## src/rtl/shpr_pkg.sv

```systemverilog
// Shared types, constants and name tables for the sensor-hub packet receiver.
// No dependencies; imported by every module of the block.
`default_nettype none

package shpr_pkg;

  localparam int CHANNELS = 8;
  localparam int CH_W     = (CHANNELS > 1) ? $clog2(CHANNELS) : 1;
  localparam int SLOT_W   = $clog2(CHANNELS + 1);

  localparam int POS_W    = 15;

  localparam logic [7:0] TAG_CHANNEL = 8'd6;
  localparam logic [7:0] TAG_NAME    = 8'd9;
  localparam logic [7:0] ROT_REPORT  = 8'd5;
  localparam logic [7:0] KIND_ADVERT = 8'd0;
  localparam logic [7:0] KIND_ERRORS = 8'd1;

  localparam logic [POS_W-1:0] REC_FIRST = POS_W'(5);
  localparam logic [POS_W-1:0] REC_NONE  = POS_W'(32767);

  typedef enum logic [3:0] {
    RES_EMPTY      = 4'd0,
    RES_SHORT      = 4'd1,
    RES_BAD_CH     = 4'd2,
    RES_ADVERT     = 4'd3,
    RES_ERROR_LIST = 4'd4,
    RES_RESERVED   = 4'd5,
    RES_CONTROL    = 4'd6,
    RES_ROTATION   = 4'd7,
    RES_SENSOR     = 4'd8,
    RES_UNASSIGNED = 4'd9
  } shpr_kind_t;

  typedef struct packed {
    logic [3:0]   pad;
    logic [15:0]  accuracy_est;
    logic [15:0]  quat_k;
    logic [15:0]  quat_j;
    logic [15:0]  quat_i;
    logic [15:0]  quat_real;
    logic [7:0]   report_status;
    logic [7:0]   seq_number;
    logic [7:0]   report_id;
    logic [7:0]   pkt_channel;
    shpr_kind_t   result_kind;
  } shpr_result_t;

  typedef struct packed {
    logic             restart;
    logic             take;
    logic [POS_W-1:0] pos;
    logic [POS_W-1:0] len;
    logic [7:0]       data;
  } shpr_adv_req_t;

  typedef struct packed {
    logic [CHANNELS-1:0] valid_map;
    logic [7:0]          ctl_ch;
    logic [7:0]          inp_ch;
  } shpr_roles_t;

  function automatic logic [7:0] ctl_char(input logic [2:0] idx);
    logic [7:0] c;
    unique case (idx)
      3'd0:    c = 8'h63;
      3'd1:    c = 8'h6F;
      3'd2:    c = 8'h6E;
      3'd3:    c = 8'h74;
      3'd4:    c = 8'h72;
      3'd5:    c = 8'h6F;
      3'd6:    c = 8'h6C;
      default: c = 8'h00;
    endcase
    return c;
  endfunction

  function automatic logic [7:0] inp_char(input logic [3:0] idx);
    logic [7:0] c;
    unique case (idx)
      4'd0:    c = 8'h69;
      4'd1:    c = 8'h6E;
      4'd2:    c = 8'h70;
      4'd3:    c = 8'h75;
      4'd4:    c = 8'h74;
      4'd5:    c = 8'h4E;
      4'd6:    c = 8'h6F;
      4'd7:    c = 8'h72;
      4'd8:    c = 8'h6D;
      4'd9:    c = 8'h61;
      4'd10:   c = 8'h6C;
      default: c = 8'h00;
    endcase
    return c;
  endfunction

endpackage

`default_nettype wire

```

## src/rtl/sensor_hub_packet_receiver_unit.sv

```systemverilog
// Top level of the sensor-hub packet receiver: header tracking, report capture,
// classification and the result register. Depends on shpr_pkg and shpr_advert.
//
// Usage:
//   Input stream (s_*): one packet byte per transaction, s_tuser[0] high on the
//   first header byte of a packet. Bytes outside a packet are dropped; a start
//   flag inside a packet abandons that packet without a result.
//   Output stream (m_*): one transaction per packet, issued for the byte that
//   completes the declared length (or the second byte of an empty packet).
//   The result is registered and appears the cycle after the completing byte.
//   Throughput: one byte per cycle while s_tready is high; s_tready stays high
//   while the result register is empty or is being emptied in the same cycle.
//   When the receiver stalls, the result holds and s_tready stays low until it
//   is taken, whether or not the next byte would complete a packet.
//   Reset clears the packet state, marks only channel 0 valid, clears all
//   channel roles and empties the result register.
`default_nettype none

module sensor_hub_packet_receiver_unit (
  input  wire logic         clk,
  input  wire logic         rst,
  input  wire logic         s_tvalid,
  output      logic         s_tready,
  input  wire logic [7:0]   s_tdata,   // [7:0] pkt_byte
  input  wire logic [0:0]   s_tuser,   // [0] pkt_start
  output      logic         m_tvalid,
  input  wire logic         m_tready,
  output      logic [119:0] m_tdata    // [3:0] result_kind, [11:4] pkt_channel,
                                       // [19:12] report_id, [27:20] seq_number,
                                       // [35:28] report_status, [51:36] quat_real,
                                       // [67:52] quat_i, [83:68] quat_j,
                                       // [99:84] quat_k, [115:100] accuracy_est
);
  import shpr_pkg::*;

  logic             receiving;
  logic [POS_W-1:0] byte_position, declared_length, len_n, p;
  logic [7:0]       current_channel, kind_byte, ch_n, kind_n, b;
  logic [7:0]       report_bytes [14];
  logic [7:0]       rb_n [14];
  logic             take, start, act, done, empty, ch_bad;
  shpr_result_t     res, res_next;
  shpr_adv_req_t    adv_req;
  shpr_roles_t      roles;

  assign b        = s_tdata;
  assign start    = s_tuser[0];
  assign s_tready = !m_tvalid || m_tready;
  assign take     = s_tvalid && s_tready;
  assign act      = take && (start || receiving);

  always_comb begin
    p      = start ? '0 : byte_position;
    len_n  = declared_length;
    ch_n   = start ? 8'd0 : current_channel;
    kind_n = start ? 8'd0 : kind_byte;
    if (p == POS_W'(0)) len_n = {7'd0, b};
    else if (p == POS_W'(1)) len_n = {b[6:0], declared_length[7:0]};
    if (p == POS_W'(2)) ch_n = b;
    if (p == POS_W'(4)) kind_n = b;
    for (int i = 0; i < 14; i++)
      rb_n[i] = (p == POS_W'(9 + i)) ? b : report_bytes[i];

    done  = (p != '0) && (({1'b0, p} + 16'd1) >= {1'b0, len_n});
    empty = (p == POS_W'(1)) && (len_n == '0);
    ch_bad = (int'(ch_n) >= CHANNELS) || !roles.valid_map[ch_n[CH_W-1:0]];

    res_next             = '0;
    res_next.pkt_channel = ch_n;
    priority if (empty) begin
      res_next.result_kind = RES_EMPTY;
      res_next.pkt_channel = 8'd0;
    end else if (len_n < POS_W'(5)) begin
      res_next.result_kind = RES_SHORT;
    end else if (ch_bad) begin
      res_next.result_kind = RES_BAD_CH;
    end else if (ch_n == 8'd0) begin
      res_next.result_kind = (kind_n == KIND_ADVERT) ? RES_ADVERT :
                             (kind_n == KIND_ERRORS) ? RES_ERROR_LIST : RES_RESERVED;
    end else if (ch_n == roles.ctl_ch) begin
      res_next.result_kind = RES_CONTROL;
      res_next.report_id   = kind_n;
    end else if (ch_n != roles.inp_ch) begin
      res_next.result_kind = RES_UNASSIGNED;
    end else if (len_n < POS_W'(10)) begin
      res_next.result_kind = RES_SHORT;
    end else if (rb_n[0] != ROT_REPORT) begin
      res_next.result_kind = RES_SENSOR;
      res_next.report_id   = rb_n[0];
    end else if (len_n < POS_W'(23)) begin
      res_next.result_kind = RES_SHORT;
    end else begin
      res_next.result_kind   = RES_ROTATION;
      res_next.report_id     = rb_n[0];
      res_next.seq_number    = rb_n[1];
      res_next.report_status = rb_n[2];
      res_next.quat_i        = {rb_n[5], rb_n[4]};
      res_next.quat_j        = {rb_n[7], rb_n[6]};
      res_next.quat_k        = {rb_n[9], rb_n[8]};
      res_next.quat_real     = {rb_n[11], rb_n[10]};
      res_next.accuracy_est  = {rb_n[13], rb_n[12]};
    end
  end

  assign adv_req.restart = take && start;
  assign adv_req.take    = act && (p >= POS_W'(5)) && (ch_n == 8'd0) && (kind_n == 8'd0);
  assign adv_req.pos     = p;
  assign adv_req.len     = len_n;
  assign adv_req.data    = b;

  shpr_advert u_advert (
    .clk   (clk),
    .rst   (rst),
    .req   (adv_req),
    .roles (roles)
  );

  always_ff @(posedge clk) begin
    if (rst) begin
      receiving       <= 1'b0;
      byte_position   <= '0;
      declared_length <= '0;
      current_channel <= 8'd0;
      kind_byte       <= 8'd0;
      m_tvalid        <= 1'b0;
      for (int i = 0; i < 14; i++) report_bytes[i] <= 8'd0;
    end else begin
      if (act) begin
        receiving       <= !done;
        byte_position   <= p + POS_W'(1);
        declared_length <= len_n;
        current_channel <= ch_n;
        kind_byte       <= kind_n;
        for (int i = 0; i < 14; i++) report_bytes[i] <= rb_n[i];
      end
      if (act && done) m_tvalid <= 1'b1;
      else if (m_tready) m_tvalid <= 1'b0;
    end
  end

  always_ff @(posedge clk) begin
    if (act && done) res <= res_next;
  end

  assign m_tdata = res;

endmodule

`default_nettype wire

```

## src/rtl/shpr_advert.sv

```systemverilog
// Advertisement record walker: channel valid map and control/input roles.
// Depends on shpr_pkg.
`default_nettype none

module shpr_advert (
  input  wire logic                  clk,
  input  wire logic                  rst,
  input  wire shpr_pkg::shpr_adv_req_t req,
  output shpr_pkg::shpr_roles_t       roles
);
  import shpr_pkg::*;

  logic [POS_W-1:0]  record_next, record_next_next;
  logic [7:0]        record_tag, record_tag_next;
  logic [7:0]        record_len, record_len_next;
  logic [1:0]        name_flags, name_flags_next;
  logic [SLOT_W-1:0] advert_slot;
  logic [CHANNELS-1:0] valid_map;
  logic [1:0]        role_marks [CHANNELS];
  logic [7:0]        ctl_ch, inp_ch, ctl_scan, inp_scan;

  logic              slot_ok, at_tag, at_len, in_val, cut, commit;
  logic [POS_W+1:0]  rec_end;
  logic [POS_W-1:0]  idx, val_start;
  logic [7:0]        commit_len;
  logic [1:0]        mark;

  assign slot_ok = advert_slot < SLOT_W'(CHANNELS);

  always_comb begin
    at_tag    = req.pos == record_next;
    at_len    = {1'b0, req.pos} == ({1'b0, record_next} + 16'd1);
    in_val    = (req.pos < record_next) && (record_tag == TAG_NAME);
    rec_end   = {2'b00, req.pos} + 17'd1 + {9'd0, req.data};
    cut       = rec_end > {2'b00, req.len};
    val_start = record_next - {7'd0, record_len};
    idx       = req.pos - val_start;

    record_next_next = record_next;
    record_tag_next  = record_tag;
    record_len_next  = record_len;
    name_flags_next  = name_flags;
    commit           = 1'b0;
    commit_len       = record_len;

    priority if (at_tag) begin
      record_tag_next = req.data;
    end else if (at_len) begin
      record_len_next  = req.data;
      name_flags_next  = 2'b11;
      record_next_next = cut ? REC_NONE : rec_end[POS_W-1:0];
      record_tag_next  = cut ? 8'd0 : record_tag;
      commit_len       = req.data;
      commit           = (record_tag_next == TAG_NAME) && (req.data == 8'd0);
    end else if (in_val) begin
      if (idx < POS_W'(8) && req.data != ctl_char(idx[2:0])) name_flags_next[0] = 1'b0;
      if (idx < POS_W'(12) && req.data != inp_char(idx[3:0])) name_flags_next[1] = 1'b0;
      commit = (idx + POS_W'(1)) == {7'd0, record_len};
    end else begin
      commit = 1'b0;
    end

    mark[0] = name_flags_next[0] && (commit_len >= 8'd7);
    mark[1] = name_flags_next[1] && (commit_len >= 8'd11);
  end

  always_comb begin
    ctl_scan = 8'd0;
    inp_scan = 8'd0;
    for (int i = CHANNELS - 1; i >= 1; i--) begin
      if (role_marks[i][0]) ctl_scan = 8'(i);
      if (role_marks[i][1]) inp_scan = 8'(i);
    end
  end

  always_ff @(posedge clk) begin
    if (rst) begin
      record_next <= REC_FIRST;
      record_tag  <= 8'd0;
      record_len  <= 8'd0;
      name_flags  <= 2'b11;
      advert_slot <= '0;
      valid_map   <= CHANNELS'(1);
      for (int i = 0; i < CHANNELS; i++) role_marks[i] <= 2'b00;
      ctl_ch      <= 8'd0;
      inp_ch      <= 8'd0;
    end else begin
      ctl_ch <= ctl_scan;
      inp_ch <= inp_scan;
      if (req.restart) begin
        record_next <= REC_FIRST;
        record_tag  <= 8'd0;
        record_len  <= 8'd0;
        name_flags  <= 2'b11;
        advert_slot <= '0;
      end else if (req.take) begin
        record_next <= record_next_next;
        record_tag  <= record_tag_next;
        record_len  <= record_len_next;
        name_flags  <= name_flags_next;
        if (at_tag && req.data == TAG_CHANNEL && slot_ok)
          valid_map[advert_slot[CH_W-1:0]] <= 1'b1;
        if (commit && slot_ok) begin
          role_marks[advert_slot[CH_W-1:0]] <= mark;
          advert_slot <= advert_slot + SLOT_W'(1);
        end
      end
    end
  end

  assign roles.valid_map = valid_map;
  assign roles.ctl_ch    = ctl_ch;
  assign roles.inp_ch    = inp_ch;

endmodule

`default_nettype wire

```

## config.mk

```make
export PLATFORM = sky130hd
export DESIGN_NAME = sensor_hub_packet_receiver_unit
export DESIGN_NICKNAME = d
export VERILOG_FILES = /design/src/rtl/shpr_pkg.sv /design/src/rtl/sensor_hub_packet_receiver_unit.sv /design/src/rtl/shpr_advert.sv
export SDC_FILE = /design/constraint.sdc
export NUM_CORES = 1
export LEC_CHECK = 0
export BUFFER_PORTS_ARGS = -buffer_cell sky130_fd_sc_hd__clkbuf_2
export CAP_MARGIN = 20
export CORE_UTILIZATION = 40
export DETAILED_ROUTE_END_ITERATION = 12
export GPL_TIMING_DRIVEN = 0
export PLACE_DENSITY_LB_ADDON = 0.25
export SKIP_LAST_GASP = 1
export SYNTH_ARGS = -nofsm -noshare
export SYNTH_HDL_FRONTEND = slang
export SYNTH_SLANG_ARGS = --single-unit
```

## constraint.sdc

```tcl
create_clock -name clk -period 6.8 [get_ports clk]
set_input_delay 0 -clock clk [delete_from_list [all_inputs] [get_ports clk]]
set_output_delay 0 -clock clk [all_outputs]
set_load 0.05 [all_outputs]
```

# Word-level counts from Yosys, hierarchy flattened
# Memory sizes are Yosys's and may differ from the RTL's.
# Index checks and enable logic that the tools add are counted.
# Widths: inputs -> output; s select.
[totals]
ff_bits = 225
ramBits = 128
rom_bits = 112
inputBits = 13
output_inout_bits = 122
wordCells = 269
memories = 3
[memory_table]
columns = ["name", "words", "word_bits", "rd", "rd_ports_with_merged_regs", "write_ports", "line", "source"]
rows = [
  ["(name not given)", 16, 7, 1, 0, 0, "shpr_pkg.sv:80", "unique case (idx)"],
  ["report_bytes", 14, 8, 13, 0, 14, "sensor_hub_packet_receiver_unit.sv:39", "logic [7:0] report_bytes [14];"],
  ["u_advert.role_marks", 8, 2, 7, 0, 8, "shpr_advert.sv:19", "logic [1:0] role_marks [CHANNELS];"],
]
[classes]
addsub = 9
order_cmp = 16
n_eq_ne = 36
muxes = 104
bitwise = 17
n_reduce_logical = 52
[op_table]
columns = ["operator", "n"]
rows = [
  ["$mux 8", 47],
  ["$eq 15x4->1 const B", 7],
  ["$eq 15x5->1 const B", 7],
  ["$mux 104", 1],
  ["$mux 15", 4],
  ["$add 15x1->16 const B", 3],
  ["$lt 15x4->1 const B", 3],
  ["$pmux 7 s6", 1],
  ["$mux 3", 11],
  ["$add 15x1->15 const B", 2],
  ["$logic_not 15->1", 2],
  ["$logic_not 8->1", 3],
  ["$mux 1", 24],
  ["$ne 8x8->1", 3],
  ["$mux 4", 5],
  ["$logic_and 1x1->1", 19],
  ["$mux 2", 9],
  ["$add 17x8->17", 1],
  ["$gt 17x15->1", 1],
  ["$eq 15x16->1", 1],
  ["$eq 8x4->1 const B", 2],
  ["$ge 16x15->1", 1],
  ["$ge 8x4->1 const B", 2],
  ["$eq 15x1->1 const B", 1],
  ["40 further kinds", 74],
]

# Logic depth before layout (Yosys ltp)
# Gate-level depths: netlist of the first run.
[logic_depth]
depth_word = 18
depth_mapped = 25
mapped_depth_nobuf = 23

# Hierarchy
# A second synthesis of the first run with hierarchy kept.
[hier_totals]
cells_unflattened = 2043
area_unflattened_um2 = 19937.9
[by_module_without_submodules]
columns = ["module", "instances", "cells_each", "area_per_inst_um2", "seq_area_each_um2"]
rows = [
  ["sensor_hub_packet_receiver_unit", 1, 1219, 13415.4, 7567.3],
  ["shpr_advert", 1, 824, 6522.5, 1441.4],
]

# Worst setup path before layout of the first run
# OpenSTA, ideal clock, no wires.
[synth_timing]
path_kind = "flip-flop to flip-flop"
from = "register byte_position[2]"
to = "register res, in the netlist m_tdata[0] (enable)"
setup_time_ns = 0.470
arrival_time_ns = 5.824
required_time_ns = 6.330
setup_slack_ns = 0.506
stages_incl_launch_ff = 15
path_buffers = 1
period_less_slack_ns = 6.294
cell_sequence = "dfxtp_1 > clkbuf_1 > nand4_1 > nor4_2 > nand4_1 > nor3_1 > and3_1 > xor2_1 > ha_1 > nand3_1 > or4bb_1 > o21ai_0 > o21ai_0 > or3_1 > inv_1"
[synth_between]
elab_chain_cells = 7
elab_cells_between_ends = 10
cone_classes = "1 x add/sub; 1 x order compare; 1 x eq/ne; 3 x mux; 4 x reduce/logical"
[synth_lines]
columns = ["element", "line", "source"]
rows = [
  ["from (decl)", "sensor_hub_packet_receiver_unit.sv:37", "logic [POS_W-1:0] byte_position, declared_length, len_n, p;"],
  ["from (signal assigned)", "sensor_hub_packet_receiver_unit.sv:130", "byte_position <= p + POS_W'(1);"],
  ["$mux 15 (*)", "sensor_hub_packet_receiver_unit.sv:53", "p = start ? '0 : byte_position;"],
  ["branches (longest 4 deep; another with $add 15x1->16)", "-", ""],
  ["$logic_and 1x1->1 (*)", "sensor_hub_packet_receiver_unit.sv:64", "done = (p != '0) && (({1'b0, p} + 16'd1) >= {1'b0, len_n});"],
  ["$logic_and 1x1->1 (*)", "sensor_hub_packet_receiver_unit.sv:142", "if (act && done) res <= res_next;"],
  ["to (signal assigned)", "sensor_hub_packet_receiver_unit.sv:142", ""],
  ["to (decl)", "sensor_hub_packet_receiver_unit.sv:42", "shpr_result_t res, res_next;"],
]
# Every way passes the cells marked *.
# A chain may end at the register's enable or synchronous reset.

==> flow_metrics.py, run 1 <==
metrics = {
    "synth": {
        "synth_common_cells": "376 x nor2_1, 234 x edfxtp_1, 132 x mux2i_1",
        "ys_seq_area_share_pct": 47.43,
        "synthArstFlopShare_pct": 0,
        "syn_area_per_cell_um2": 9.861,
        "synth_top_area_share_pct": 37.00,
        "synthTopCellsByArea": "edfxtp_1 37%, dfxtp_1 10%, nor2_1 7.4%",
        "syn_area_um2": 18990,
        "yosysTopAreaCell": "edfxtp_1",
        "synthCells": 1926,
        "synth_edf_count": 234,
        "ys_warn_count": 0,
        "ys_ff_latch": 333,
        "synth.most_common_cell": "nor2_1",
        "synth_flop_cell": "edfxtp_1",
        "synth_cell_types": 91,
    },
    "floorplan": {
        "core_um2": 46650,
        "dieArea_um2": 48360,
        "fp.dieW_um": 219.9,
        "fp-row-count": 79,
        "io_pins": 135,
        "start_util_pct": 40.71,
        "die_y_um": 219.9,
    },
    "power": {
        "peakVddDrop_uv": 206.7,
        "power.density_nw_per_um2": 225.2,
        "p_leak_uw": 0.008192,
    },
    "worst_setup_path": {
        "arrival_ns": 6.55,
        "crit_type": "flip-flop to flip-flop",
        "required_ns": 7.08,
        "reg2reg_slack_ns": 0.54,
        "r2r_cells": 21,
        "setup.worst_path.end_class": "flip-flop",
        "critPathLaunchType": "flip-flop",
        "crit_chain": "nand2b_1, inv_1, nand3_1, nor4_1, nor2_1, nor2_1, ha_1, a21oi_1, a21oi_1, nand3_1, or4_1, xnor2_1, ha_1, and4_1, nand3_1, o32ai_1, a31oi_1, nor3_1, o211ai_1, nor3_1, or2_2",
        "crit_top_cell": "nand3_1",
        "slowest_delay_ns": 0.55,
        "path_max_fanout": 8,
        "cp_slowest_cell": "o211ai_1",
    },
    "clock_tree": {
        "clockBufferDepth": 3,
        "cts_root_buffer": "clkbuf_16",
        "clk_pin_slew_ns": 0.06,
        "cts_tree": "yes",
        "cts-buffers-inserted": 36,
        "cts_setup_buffers": 0,
        "cts.sinks": 333,
        "clk_latency_ns": 0.54,
        "htree_levels": 2,
    },
    "outcome": {
        "status": "finished with violations",
        "violations": "DRC",
    },
    "global_routing": {
        "grt_pass1_wl_mm": 89.00,
        "grt_max_degree": 69,
        "grt_usage_pct": 24.04,
        "grt_pass1_vias": 15400,
        "grt-ovfl-total": 0,
        "antenna_found_initial": 0,
    },
    "placement": {
        "gp_congestion": 0.9417,
        "dp_slack_ns": 0.2496,
        "port_buffers": 130,
        "dpl.hpwl_mm": 42.89,
    },
    "route": {
        "wl_per_cell_um": 21.22,
        "wirelength_mm": 58.17,
        "vias_per_cell": 5.699,
        "ant_nets": 0,
        "vias": 15630,
        "drc_errors": 4,
        "drt_iter0_drc": 1360,
        "dr.pass1.iters": 9,
    },
    "sta": {
        "hold_violations": 0,
        "fmax_ghz": 0.1597,
        "finalCritPeriodShare_pct": 92.10,
        "worstMarginPinSlew_ns": 1.106,
        "relSlewSlack_pct": 26.26,
        "setup_violations": 0,
        "fin_crit_ns": 6.262,
        "slew_viol_final": 0,
        "rsz0062_at_grt": "no",
        "holdWs_ns": 0.1006,
        "layout_setup_ws_ns": 0.5375,
        "clock_skew_ns": 0.01600,
    },
    "worst_hold_path": {
        "hold_path.class": "primary input to flip-flop",
        "holdPathStages": 4,
    },
    "final_layout": {
        "final_nets": 2207,
        "drive_gt1_share_pct": 12.18,
        "area_growth_pct": 14.70,
    },
    "flow_run": {
        "max_cap_violations": 0,
    },
}
[layer usage]
metal	part of all wire, %	routed length, um	GRT usage [%]	up-vias
li1	-	-	-	7362
met1	43	25000	30.88	7612
met2	47	27580	39.99	532
met3	5.4	3161	3.685	122
met4	4.2	2428	10.44	0
met5	0	0	0	-
[what timing repair did]
action,CTS,global route
hold buffers,3,0
gates resized for setup,0,0
endpoints found under the hold margin,4,0
[path summary, 6_finish.rpt]
kind                               start                         to
setup / recovery        byte_position[0]  u_advert.role_marks[7][0]
hold / removal                s_tdata[0]    u_advert.record_next[0]
setup reg to reg        byte_position[0]  u_advert.role_marks[7][0]
hold reg to reg   u_advert.record_tag[3]     u_advert.record_tag[3]
[layout by cell type (no fill, tap or decap), drive strengths merged, types with 9 or more instances in the layout]
master and count:
nor2 379, clkbuf 270, edfxtp 234, mux2i 132, a21oi 106, dfxtp 99
nand2 91, ha 77, o21ai 69, inv 52, nor3 51, xnor2 42
buf 37, nand3 34, a211oi 31, nor4 26, a21o 25, nand4 24
nand2b 22, nor2b 21, xor2 19, o21a 18, o211ai 17, a31oi 16
or3 16, or2 16, and3 15, a22oi 13, clkinv 12, nor3b 11
fa 11, or4 9, o31ai 9, o21bai 9, and2 9
[power breakdown]
group	internal [uW]	switching, uW	total, uW
registers	2230	26.9	2260
logic	199	426	625
clock network	1210	811	2020
total	3640	1260	4910
[logic make-up (layout without fill, tap and decap cells)]
family | after synthesis | count (layout) | share of synthesized area [%]
DFF | 333 | 333 | 47.43
AOI/OAI and AO/OA | 379 | 379 | 13.26
xor gates and xnor gates | 63 | 63 | 3.090
and+or+nand+nor | 750 | 750 | 18.94
buffers and inverters | 173 | 378 | 3.663
other | 1 | 5 | 0.01975
muxes | 138 | 138 | 7.313
adders and majority gates | 89 | 89 | 6.285
[area by class of cell]
type                            count  area (um^2)
Fill cell                        4464        24870
Multi-Input combinational cell   1423         9313
Sequential cell                   333         9009
Clock buffer                       55         1076
Timing Repair Buffer              139        784.5
Tap cell                          607        759.5
Buffer                            116        481.7
Inverter                           57        216.5
Clock inverter                     11        141.4
Antenna cell                        1        2.502
[registers in the layout (all words and copies together), names as in the netlist]
signal                flops
m_tdata                 116
report_bytes            104
byte_position            15
declared_length          15
u_advert.record_next     15
u_advert.role_marks      14
current_channel           8
kind_byte                 8
u_advert.record_len       8
u_advert.record_tag       8
u_advert.valid_map        8
u_advert.advert_slot      4
u_advert.ctl_ch           3
u_advert.inp_ch           3
u_advert.name_flags       2
m_tvalid                  1
receiving                 1
[metrics by stage]
stage          TNS, ns  cells  power (uW)  utilization [%]  instance area (um^2)
2_1_floorplan        0   1929        2725                -                 19000
3_3_place_gp   -175.48   2666        2900            43.75                 20410
3_5_place_dp         0   2671        2915            43.99                 20520
4_1_cts              0   2740        4925            46.66                 21770
5_1_grt              0   2741        5065            46.69                 21780
6_report             0   2742        4906            46.69                 21780
[critical path: cells and delay by family (launching register included)]
| kind | cells | cell delay, ns |
|---|---|---|
| AO/OA/AOI/OAI | 5 | 1.38 |
| flip-flops | 1 | 0.44 |
| XOR/XNOR | 1 | 0.28 |
| AND/OR/NAND/NOR | 12 | 2.95 |
| adder cells (fa/ha/maj) | 2 | 0.60 |
| buffers and inverters | 1 | 0.34 |
Power figures use the tool's default switching activity.
==> run 2: changes to the inputs <==
- CELL_PAD_IN_SITES_DETAIL_PLACEMENT: unset -> 1
- CELL_PAD_IN_SITES_GLOBAL_PLACEMENT: unset -> 1
==> flow_metrics.py, run 2 (synthesis results as in run 1) <==
metrics = {
    "worst_setup_path": {
        "r2r_end": "u_advert.advert_slot[2]",
        "r2r_start": "byte_position[1]",
        "setup.worst_path.end_class": "flip-flop",
        "crit_family": "simple AND/OR/NAND/NOR gates",
        "path_max_fanout": 10,
        "cp_slowest_cell": "nor4_1",
        "crit_chain": "buf_2, nand2b_1, clkbuf_1, nor2_1, nor2_1, fa_1, nor2b_1, o21ai_0, a21oi_1, o21ai_0, nand2b_1, a31oi_1, nor3_1, nand4_1, xnor2_1, ha_1, and4_1, nand3_1, o32ai_1, a31oi_1, nor4_1, a41oi_2, or4_1, a21oi_1",
        "r2r_cells": 24,
        "critPathLaunchType": "flip-flop",
        "slowest_delay_ns": 0.77,
        "arrival_ns": 6.90,
        "reg2reg_slack_ns": 0.37,
        "required_ns": 7.27,
        "critPathBufInv": 2,
        "crit_type": "flip-flop to flip-flop",
    },
    "clock_tree": {
        "clockBufferDepth": 3,
        "cts_tree": "yes",
        "cts_setup_buffers": 0,
        "clk_latency_ns": 0.55,
        "htree_levels": 2,
        "cts.sinks": 333,
        "cts_root_buffer": "clkbuf_16",
        "clk_pin_slew_ns": 0.07,
        "cts-buffers-inserted": 36,
    },
    "route": {
        "dr.pass1.iters": 5,
        "dr_wl_met3_mm": 2.605,
        "vias_per_cell": 5.733,
        "route.met2.wl_mm": 31.62,
        "drt_iter0_drc": 929,
        "wl_met1_mm": 27.24,
        "vias": 15730,
        "wirelength_mm": 64.51,
        "wl_per_cell_um": 23.52,
        "topRoutingLayerUsed": "met4",
        "drc_errors": 0,
        "ant_nets": 0,
    },
    "power": {
        "p_sw_uw": 1341,
        "sw_frac_of_total_pct": 27.48,
        "power.density_nw_per_um2": 224.6,
        "power_frac_seq_pct": 46.4,
        "peakVddDrop_uv": 263.5,
        "p_leak_uw": 0.008176,
        "power_frac_clock_pct": 40.5,
        "pwr-share-comb_pct": 13.1,
        "p_int_uw": 3538,
    },
    "final_layout": {
        "layout_common_cells": "376 x nor2_1, 234 x edfxtp_1, 132 x mux2i_1, 132 x clkbuf_2, 105 x a21oi_1",
        "drive_gt1_share_pct": 12.64,
        "largest_reg_flops": 116,
        "mostFrequentLayoutCell": "nor2_1",
        "area_growth_pct": 14.40,
        "final_nets": 2209,
        "num_antenna_cells": 0,
        "design_area_um2": 21730,
        "fillers": 5353,
    },
    "floorplan": {
        "fp-row-count": 79,
        "start_util_pct": 40.71,
        "io_pins": 135,
        "die_y_um": 219.9,
        "fp.dieW_um": 219.9,
        "core_um2": 46650,
        "dieArea_um2": 48360,
    },
    "sta": {
        "setup_violations": 0,
        "worstMarginPinSlew_ns": 1.166,
        "slew_viol_final": 0,
        "fin_crit_ns": 6.431,
        "hold_violations": 0,
        "fmax_ghz": 0.1555,
        "clock_skew_ns": 0.02417,
        "finalSetupTns_ns": 0,
        "finalCritPeriodShare_pct": 94.57,
        "relSlewSlack_pct": 22.26,
        "rsz0062_at_grt": "no",
    },
    "flow_run": {
        "max_cap_violations": 0,
    },
    "global_routing": {
        "grt_pass1_wl_mm": 97.75,
        "grt_max_degree": 76,
        "grt_pass1_vias": 16370,
        "antenna_found_initial": 0,
        "grt-ovfl-total": 0,
        "grt_usage_pct": 26.64,
    },
    "placement": {
        "gp_congestion": 0.9354,
        "port_buffers": 130,
        "dpl_cell_area_um2": 20510,
        "dpl.hpwl_mm": 47.91,
    },
    "worst_hold_path": {
        "min_to": "receiving",
        "hold_path.class": "primary input to flip-flop",
        "holdPathStages": 4,
        "hp-start": "s_tvalid",
    },
    "outcome": {
        "status": "finished clean",
    },
}
run 2: tightest hold or removal path: stages:
cell and delay [ns]:
clkbuf_2 0.12, and3_1 0.23, nor2_1 0.11, nor3_1 0.05
run 2: worst max-delay path by stage:
stage                                 from                         to  slack [ns]  cells after the start
after floorplan           byte_position[2]                 m_tdata[0]        0.51                     14
after global placement    byte_position[3]                m_tdata[30]       -1.59                     14
after detailed placement  byte_position[2]  u_advert.role_marks[1][1]        0.19                     16
after CTS                 byte_position[2]  u_advert.role_marks[1][0]        0.20                     16
after global routing      byte_position[1]  u_advert.role_marks[7][0]        0.06                     24
final                     byte_position[1]    u_advert.advert_slot[2]        0.37                     24
run 2: power groups by stage:
| stage | Combinational, uW | Clock [uW] | Sequential (uW) |
|---|---|---|---|
| after floorplan | 414 | 0 | 2310 |
| after global placement | 606 | 0 | 2310 |
| after detailed placement | 630 | 0 | 2300 |
| after CTS | 635 | 1990 | 2260 |
| after global routing | 695 | 2060 | 2270 |
| final | 641 | 1980 | 2260 |
run 2: final cells by class:
class                           count  area, um^2  share of cell area (%)
Multi-Input combinational cell   1423        9315                   42.87
Tap cell                          607       759.5                   3.496
Timing Repair Buffer              141       785.8                   3.616
Clock inverter                     23       232.7                   1.071
Inverter                           57       216.5                  0.9963
Buffer                            116       481.7                   2.217
Sequential cell                   333        9009                   41.46
Clock buffer                       43       927.1                   4.267
run 2: timing repair:
item	CTS	global route
resized for setup	0	1
hold buffers	2	0
endpoints found under the hold margin	3	0
setup endpoints to repair	0	6
run 2: layer usage:
metal	up-vias	GRT usage, %
li1	7355	-
met5	-	0
met1	7847	32.95
met3	144	3.561
met4	0	12.23
met2	379	45.92
run 2: stage by stage:
stage / total power, uW / utilization [%] / setup WS [ns] / std cells / hold WS (ns)
floorplan: 2725 / - / 0.5064 / 1929 / 0.1600
global placement: 2915 / 43.75 / -1.593 / 2666 / 0.4362
detailed placement: 2934 / 43.97 / 0.1916 / 2671 / 0.4390
CTS: 4890 / 46.50 / 0.2035 / 2739 / 0.0005506
global route: 5025 / 46.57 / 0.06375 / 2743 / 0.07409
finish: 4879 / 46.57 / 0.3690 / 2743 / 0.01999
